### src/design/stmf_pkg.sv
// stmf_pkg: shared types and constants for the sliding trimmed-mean filter
// holds sample width, default window settings, item kinds, states and cell link types
// no dependencies
package stmf_pkg;

   // field widths
   localparam int SAMPLE_W = 12;
   localparam int TDATA_W  = 16;

   // default window settings
   localparam int DEF_WINDOW = 10;
   localparam int DEF_TRIM   = 2;

   // what an input item asks for
   typedef enum logic [0:0] {
      KIND_SAMPLE = 1'b0,
      KIND_CLEAR  = 1'b1
   } kind_type;

   // sequencer states
   typedef enum logic [1:0] {
      ST_IDLE,
      ST_SUM,
      ST_MUL,
      ST_PUSH
   } state_type;

   // per-cycle command to every cell
   typedef struct packed {
      logic load;
      logic clear;
   } cell_ctrl_type;

   // link passed from one cell to the next, lower index to higher
   typedef struct packed {
      logic evicted;   // oldest entry sits at or below this cell
      logic fits;      // the compacted entry here is <= the new sample
   } link_type;

endpackage

### src/design/stmf_cell.sv
// stmf_cell: one slot of the sorted window, holding a value and its age
// evicts the oldest entry and inserts the new sample in sorted place in the same register update
// depends on stmf_pkg
module stmf_cell #(
   parameter int WINDOW = stmf_pkg::DEF_WINDOW,
   parameter int INDEX  = 0,
   localparam int AGE_W = $clog2(WINDOW)
) (
   input  logic                          clock,
   input  logic                          reset,
   input  stmf_pkg::cell_ctrl_type       ctrl,
   input  logic [stmf_pkg::SAMPLE_W-1:0] sample,
   input  logic [stmf_pkg::SAMPLE_W-1:0] left_val,
   input  logic [AGE_W-1:0]              left_age,
   input  logic [stmf_pkg::SAMPLE_W-1:0] right_val,
   input  logic [AGE_W-1:0]              right_age,
   input  stmf_pkg::link_type            link_in,
   output stmf_pkg::link_type            link_out,
   output logic [stmf_pkg::SAMPLE_W-1:0] val,
   output logic [AGE_W-1:0]              age
);
   import stmf_pkg::*;

   localparam logic [AGE_W-1:0] LAST_AGE  = AGE_W'(WINDOW - 1);
   localparam logic [AGE_W-1:0] START_AGE = AGE_W'(INDEX);
   localparam bit               IS_LAST   = (INDEX == WINDOW - 1);

   logic [SAMPLE_W-1:0] val_ff, val_in;
   logic [AGE_W-1:0]    age_ff, age_in;
   logic                seen;
   logic                fits;
   logic [SAMPLE_W-1:0] here_val, prev_val;
   logic [AGE_W-1:0]    here_age, prev_age;

   // entry that lands here once the evicted one is squeezed out
   always_comb begin
      seen     = link_in.evicted | (age_ff == LAST_AGE);
      here_val = seen ? right_val : val_ff;
      here_age = seen ? right_age : age_ff;
      prev_val = link_in.evicted ? val_ff : left_val;
      prev_age = link_in.evicted ? age_ff : left_age;
      fits     = !IS_LAST && (here_val <= sample);
      link_out.evicted = seen;
      link_out.fits    = fits;
   end

   // next slot contents: compacted entry, new sample, or entry shifted up
   always_comb begin
      val_in = val_ff;
      age_in = age_ff;
      if (ctrl.clear) begin
         val_in = '0;
         age_in = START_AGE;
      end else if (ctrl.load) begin
         if (fits) begin
            val_in = here_val;
            age_in = here_age + AGE_W'(1);
         end else if (link_in.fits) begin
            val_in = sample;
            age_in = '0;
         end else begin
            val_in = prev_val;
            age_in = prev_age + AGE_W'(1);
         end
      end
   end

   // slot registers, zero history with distinct ages after reset
   always_ff @(posedge clock) begin
      if (reset) begin
         val_ff <= '0;
         age_ff <= START_AGE;
      end else begin
         val_ff <= val_in;
         age_ff <= age_in;
      end
   end

   assign val = val_ff;
   assign age = age_ff;

endmodule

### src/design/sliding_trimmed_mean_filter.sv
// sliding_trimmed_mean_filter: trimmed mean of the last WINDOW samples
// a sample item is inserted into the cell row as it is accepted (insert and evict), then the
// adder sums the kept slots in ST_SUM, the reciprocal multiply scales the sum in ST_MUL and
// ST_PUSH loads the output register, stalling while an unaccepted result is still held there;
// no new item is accepted until then; a clear item zeroes the history without leaving idle
// and gives no output; reset (synchronous) zeroes the history, no clearing pass
module sliding_trimmed_mean_filter #(
   parameter int WINDOW = stmf_pkg::DEF_WINDOW,
   parameter int TRIM   = stmf_pkg::DEF_TRIM
) (
   input  logic                         clock,
   input  logic                         reset,
   input  logic                         req_tvalid,
   output logic                         req_tready,
   input  logic [stmf_pkg::TDATA_W-1:0] req_tdata,   // [11:0] sample
   input  logic [0:0]                   req_tuser,   // [0] kind
   output logic                         rsp_tvalid,
   input  logic                         rsp_tready,
   output logic [stmf_pkg::TDATA_W-1:0] rsp_tdata    // [11:0] filtered
);
   import stmf_pkg::*;

   localparam int AGE_W     = $clog2(WINDOW);
   localparam int IDX_W     = $clog2(WINDOW);
   localparam int KEEP      = WINDOW - 2 * TRIM;
   localparam int KEEP_SAFE = (KEEP > 0) ? KEEP : 1;
   localparam int LAST_KEPT = (KEEP > 0) ? (WINDOW - TRIM - 1) : 0;
   localparam int L_BITS    = $clog2(KEEP_SAFE);
   localparam int SUM_W     = SAMPLE_W + L_BITS;
   localparam int SHIFT     = SUM_W + L_BITS;
   localparam int MULT_W    = SUM_W + 1;
   localparam int PROD_W    = SUM_W + MULT_W;
   localparam longint unsigned MULT_FULL =
      ((64'd1 << SHIFT) + 64'(KEEP_SAFE) - 64'd1) / 64'(KEEP_SAFE);
   localparam logic [MULT_W-1:0] MULT = MULT_W'(MULT_FULL);

   state_type           state_ff, state_in;
   logic [IDX_W-1:0]    idx_ff, idx_in;
   logic [SUM_W-1:0]    acc_ff, acc_in;
   logic [PROD_W-1:0]   prod_ff, prod_in;
   logic                rsp_valid_ff, rsp_valid_in;
   logic [SAMPLE_W-1:0] rsp_data_ff, rsp_data_in;

   cell_ctrl_type       ctrl;
   logic [SAMPLE_W-1:0] sample;
   kind_type            kind;
   logic                req_take;

   logic [SAMPLE_W-1:0] cell_val [WINDOW];
   logic [AGE_W-1:0]    cell_age [WINDOW];
   logic [SAMPLE_W-1:0] pad_val  [WINDOW+2];
   logic [AGE_W-1:0]    pad_age  [WINDOW+2];
   link_type            link     [WINDOW+1];

   assign sample   = req_tdata[SAMPLE_W-1:0];
   assign kind     = kind_type'(req_tuser[0]);
   assign req_take = req_tvalid && req_tready;

   // neighbor view with zero padding at both ends of the row
   assign pad_val[0]        = '0;
   assign pad_age[0]        = '0;
   assign pad_val[WINDOW+1] = '0;
   assign pad_age[WINDOW+1] = '0;
   assign link[0].evicted   = 1'b0;
   assign link[0].fits      = 1'b1;

   // row of sorted cells, lowest value at index 0
   for (genvar g = 0; g < WINDOW; g++) begin : g_cell
      assign pad_val[g+1] = cell_val[g];
      assign pad_age[g+1] = cell_age[g];

      stmf_cell #(
         .WINDOW (WINDOW),
         .INDEX  (g)
      ) u_cell (
         .clock     (clock),
         .reset     (reset),
         .ctrl      (ctrl),
         .sample    (sample),
         .left_val  (pad_val[g]),
         .left_age  (pad_age[g]),
         .right_val (pad_val[g+2]),
         .right_age (pad_age[g+2]),
         .link_in   (link[g]),
         .link_out  (link[g+1]),
         .val       (cell_val[g]),
         .age       (cell_age[g])
      );
   end

   // sequencer: clear or insert, sum the kept slots, scale by reciprocal, hand off
   always_comb begin
      state_in     = state_ff;
      idx_in       = idx_ff;
      acc_in       = acc_ff;
      prod_in      = prod_ff;
      rsp_data_in  = rsp_data_ff;
      rsp_valid_in = rsp_valid_ff && !rsp_tready;
      ctrl.load    = 1'b0;
      ctrl.clear   = 1'b0;
      req_tready   = 1'b0;
      case (state_ff)
         ST_IDLE: begin
            req_tready = 1'b1;
            if (req_take) begin
               if (kind == KIND_CLEAR) begin
                  ctrl.clear = 1'b1;
               end else begin
                  ctrl.load = 1'b1;
                  acc_in    = '0;
                  idx_in    = IDX_W'(TRIM);
                  state_in  = (KEEP > 0) ? ST_SUM : ST_MUL;
               end
            end
         end
         ST_SUM: begin
            acc_in = acc_ff + SUM_W'(cell_val[idx_ff]);
            idx_in = idx_ff + IDX_W'(1);
            if (idx_ff == IDX_W'(LAST_KEPT)) begin
               state_in = ST_MUL;
            end
         end
         ST_MUL: begin
            prod_in  = PROD_W'(acc_ff) * PROD_W'(MULT);
            state_in = ST_PUSH;
         end
         ST_PUSH: begin
            if (!rsp_valid_ff || rsp_tready) begin
               rsp_data_in  = prod_ff[SHIFT +: SAMPLE_W];
               rsp_valid_in = 1'b1;
               state_in     = ST_IDLE;
            end
         end
         default: begin
            state_in = ST_IDLE;
         end
      endcase
   end

   // control registers
   always_ff @(posedge clock) begin
      if (reset) begin
         state_ff     <= ST_IDLE;
         rsp_valid_ff <= 1'b0;
      end else begin
         state_ff     <= state_in;
         rsp_valid_ff <= rsp_valid_in;
      end
   end

   // datapath registers
   always_ff @(posedge clock) begin
      idx_ff      <= idx_in;
      acc_ff      <= acc_in;
      prod_ff     <= prod_in;
      rsp_data_ff <= rsp_data_in;
   end

   assign rsp_tvalid = rsp_valid_ff;
   assign rsp_tdata  = TDATA_W'(rsp_data_ff);

`ifndef SYNTHESIS
   // some slot always holds the oldest entry
   a_oldest_present: assert property (@(posedge clock) disable iff (reset)
      link[WINDOW].evicted)
      else $error("no cell holds the oldest entry");

   // the first slot of the row never exceeds the last one
   a_row_sorted: assert property (@(posedge clock) disable iff (reset)
      cell_val[0] <= cell_val[WINDOW-1])
      else $error("cell row out of order");

   // a clear item leaves the highest slot of the history at zero
   a_clear_zeroes: assert property (@(posedge clock) disable iff (reset)
      (req_take && (kind == KIND_CLEAR)) |=> (cell_val[WINDOW-1] == '0))
      else $error("history not zero after clear");
`endif

endmodule

### config.mk
export PLATFORM = sky130hd
export DESIGN_NAME = sliding_trimmed_mean_filter
export DESIGN_NICKNAME = d
export VERILOG_FILES = /design/src/design/stmf_pkg.sv /design/src/design/stmf_cell.sv /design/src/design/sliding_trimmed_mean_filter.sv
export SDC_FILE = /design/constraint.sdc
export NUM_CORES = 1
export LEC_CHECK = 0
export ABC_CLOCK_PERIOD_IN_PS = 6200
export BUFFER_PORTS_ARGS = -buffer_cell sky130_fd_sc_hd__buf_2
export CORE_MARGIN = 2
export CORE_UTILIZATION = 59
export DETAILED_ROUTE_END_ITERATION = 10
export MAX_ROUTING_LAYER = met4
export PLACE_DENSITY = 0.88
export SETUP_SLACK_MARGIN = 0.1
export SLEW_MARGIN = 20
export SYNTH_ARGS = -nofsm -noshare
export SYNTH_HDL_FRONTEND = slang
export SYNTH_SLANG_ARGS = --single-unit
### constraint.sdc
create_clock -name clock -period 6.2 [get_ports clock]
set_clock_uncertainty 0.2 [all_clocks]
set_input_delay 0.31 -clock clock [delete_from_list [all_inputs] [get_ports clock]]
set_output_delay 0.31 -clock clock [all_outputs]
set_load 0.02 [all_outputs]
==> reports/metrics.yaml <==
worst_hold_path:
  hp-start: "req_tdata[5]"
  hold_class: "input port to flop"
clock_network:
  htreeDepth: 1
  root_buffer: "clkbuf_16"
  cts_buffer_depth: 3
  clk_pin_slew_ns: 0.06
  cts.sinks: 206
  cts_tree: "built"
  clk_latency_ns: 0.55
  cts_inserted_buffers: 24
synth:
  synthTopCellsByCount: "247 x nand2_1, 236 x ha_1, 163 x dfxtp_1"
  synth_edf_count: 43
  synthFlopType: "dfxtp_1"
  ys_seq_area_share_pct: 24.87
  synth_most_common_cell: "nand2_1"
  avgSynthCellArea_sq_um: 8.778
  ys_types: 71
  synth.area.top_cells: "dfxtp_1 18%, ha_1 16%, edfxtp_1 7.1%, mux2i_1 6.8%, fa_1 6.3%"
  syn_inst: 2086
  async_flop_share_pct: 0
  synth_top_area_share_pct: 17.82
  synth_top_cell_by_area: "dfxtp_1"
  netlist_area_sq_um: 18310
  synth-seq-cells: 206
  yosys_warnings: 0
worst_setup_path:
  cpMostUsedCell: "fa_1"
  r2r-start: "acc_ff[14]"
  crit_chain: "ha_1, ha_1, xor2_2, fa_1, fa_1, inv_1, fa_1, inv_1, fa_1, ha_1, nand4_1, or4_1, o221a_2, o31ai_4, o21a_1, nor2_1, xnor2_1"
  endpoint_kind: "flop"
  cp_top_family: "adder cells"
  cp_max_fo: 5
  slowest_stage: "or4_1"
  crit_type: "flop to flop"
  arrival_ns: 6.00
  path_buf_inv: 2
  crit_required_ns: 6.28
  crit_path_start: "acc_ff[14]"
  slowest_delay_ns: 0.56
  cp-start-kind: "flop"
sta:
  setup_tns_ns: 0
  fmax_mhz: 168.9
  slew_headroom_pct: 30.30
  slew_viol_final: 0
  setup_viol: 0
  tightest_slew_ns: 1.043
  fin_crit_sh_pct: 95.50
  rsz0062_at_grt: "false"
  finalCriticalPeriod_ns: 5.921
  hold_viol_final: 0
floorplanning:
  coreArea_sq_um: 30590
  num_rows: 64
  ios: 39
  design.die.area_sq_um: 32460
  die_x_microns: 180.2
  dieHeight_microns: 180.2
  initial_core_util_pct: 59.86
global_routing:
  antenna_found_initial: 0
  grt_pass1_vias: 17153
  groute.usage.overall_pct: 30.98
  grt_max_degree: 90
  overflow: 0
  grt_pass1_wl_microns: 81900
detailed_routing:
  vias: 16477
  wirelength_microns: 50060
  wl_per_cell_microns: 20.23
  first_pass_iters: 6
  ant_nets: 0
  drc: 0
  viasPerCell: 6.657
  first_iter_violations: 1479
finish:
  layout-drive-gt1-share_pct: 9.331
  fill_cells: 2331
  nets: 2379
  fin_util_pct: 64.40
  diodes: 0
  area_growth_pct: 7.578
  fin_area_sq_um: 19700
job:
  max-cap-violations: 0
placed_design:
  place_congestion: 0.9343
  place_area_sq_um: 18760
  portBuffers: 30
  hpwl_microns: 37130
run_status:
  status: "complete, no violations"
## final cells by class
type	instances	area [sq um]	share of cell area (%)
Multi-Input combinational cell	1601	12810	65.05
Sequential cell	206	4554	23.12
Inverter	162	608.1	3.087
Tap cell	396	495.5	2.515
Clock inverter	12	131.4	0.6669
Timing Repair Buffer	69	465.4	2.363
Clock buffer	29	629.4	3.195
## final timing paths
| check | endpoint | slack [ns] | depth (start not counted) |
|---|---|---|---|
| worst max-delay path | prod_ff[28] | 0.28 | 17 |
| worst min-delay path | g_cell[2].u_cell.val[5] | 0.03 | 3 |
| worst max register to register | prod_ff[28] | 0.28 | 17 |
| worst min register to register | rsp_data_ff[8] | 0.22 | 0 |
## layer usage
layer / share of wire [%] / vias to the layer above / track usage (%)
li1: - / 7547 / -
met1: 37 / 7847 / 34.28
met2: 50 / 865 / 54.00
met3: 8.0 / 218 / 4.204
met4: 5.1 / 0 / 16.77
met5: 0 / - / -
## stage by stage
step	worst slack, ns	instances	hold WS [ns]
6_report	0.2788	2475	0.03120
5_1_grt	0.05416	2475	0.02836
4_1_cts	0.1741	2470	0.009094
3_5_place_dp	0.1038	2420	0.2056
3_3_place_gp	0.2815	2420	0.2012
2_1_floorplan	0.4174	2089	0.2003
## timing repair
| item | 4_1_cts | 5_1_grt |
|---|---|---|
| hold buffers | 9 | 0 |
| endpoints found under the setup margin | 1 | 4 |
| pin swaps | 0 | 1 |
| resized for setup | 1 | 5 |
| buffers inserted | 0 | 5 |
| endpoints found under the hold margin | 14 | 0 |
## cells in the final DEF, fill, tap and decap left out, drive strengths merged, types with 43 or more instances in the layout
cell type	synthesis	final
a21oi	158	158
buf	30	60
dfxtp	163	163
edfxtp	43	43
fa	58	58
ha	236	236
inv	161	163
mux2i	125	125
nand2	247	247
nand3	55	55
nor2	103	103
o21ai	118	118
o221ai	59	59
## sequential cells by signal, indices dropped and copies added, names as in the netlist
| register | flops |
|---|---|
| idx_ff | 4 |
| g_cell.u_cell.age | 40 |
| prod_ff | 12 |
| rsp_tvalid | 1 |
| rsp_data_ff | 12 |
| g_cell.u_cell.val | 120 |
| state_ff | 2 |
| acc_ff | 15 |
## tightest hold or removal path: stages
cell	delay, ns
buf_2	0.17
mux2i_1	0.15
a21oi_1	0.08
## logic make-up (layout without fill, tap and decap cells)
group | after synthesis | count (layout) | synth area share (%)
simple gates | 538 | 538 | 13.56
compound gates | 529 | 529 | 18.63
fa+ha+maj | 294 | 294 | 22.47
buf+inv | 282 | 272 | 6.013
flops | 206 | 206 | 24.87
mux | 185 | 185 | 12.00
xor+xnor | 51 | 51 | 2.439
other cells | 1 | 4 | 0.02048
Power is not shown: default switching activity piles up to over one toggle a cycle in this logic, so the estimate is an artifact.
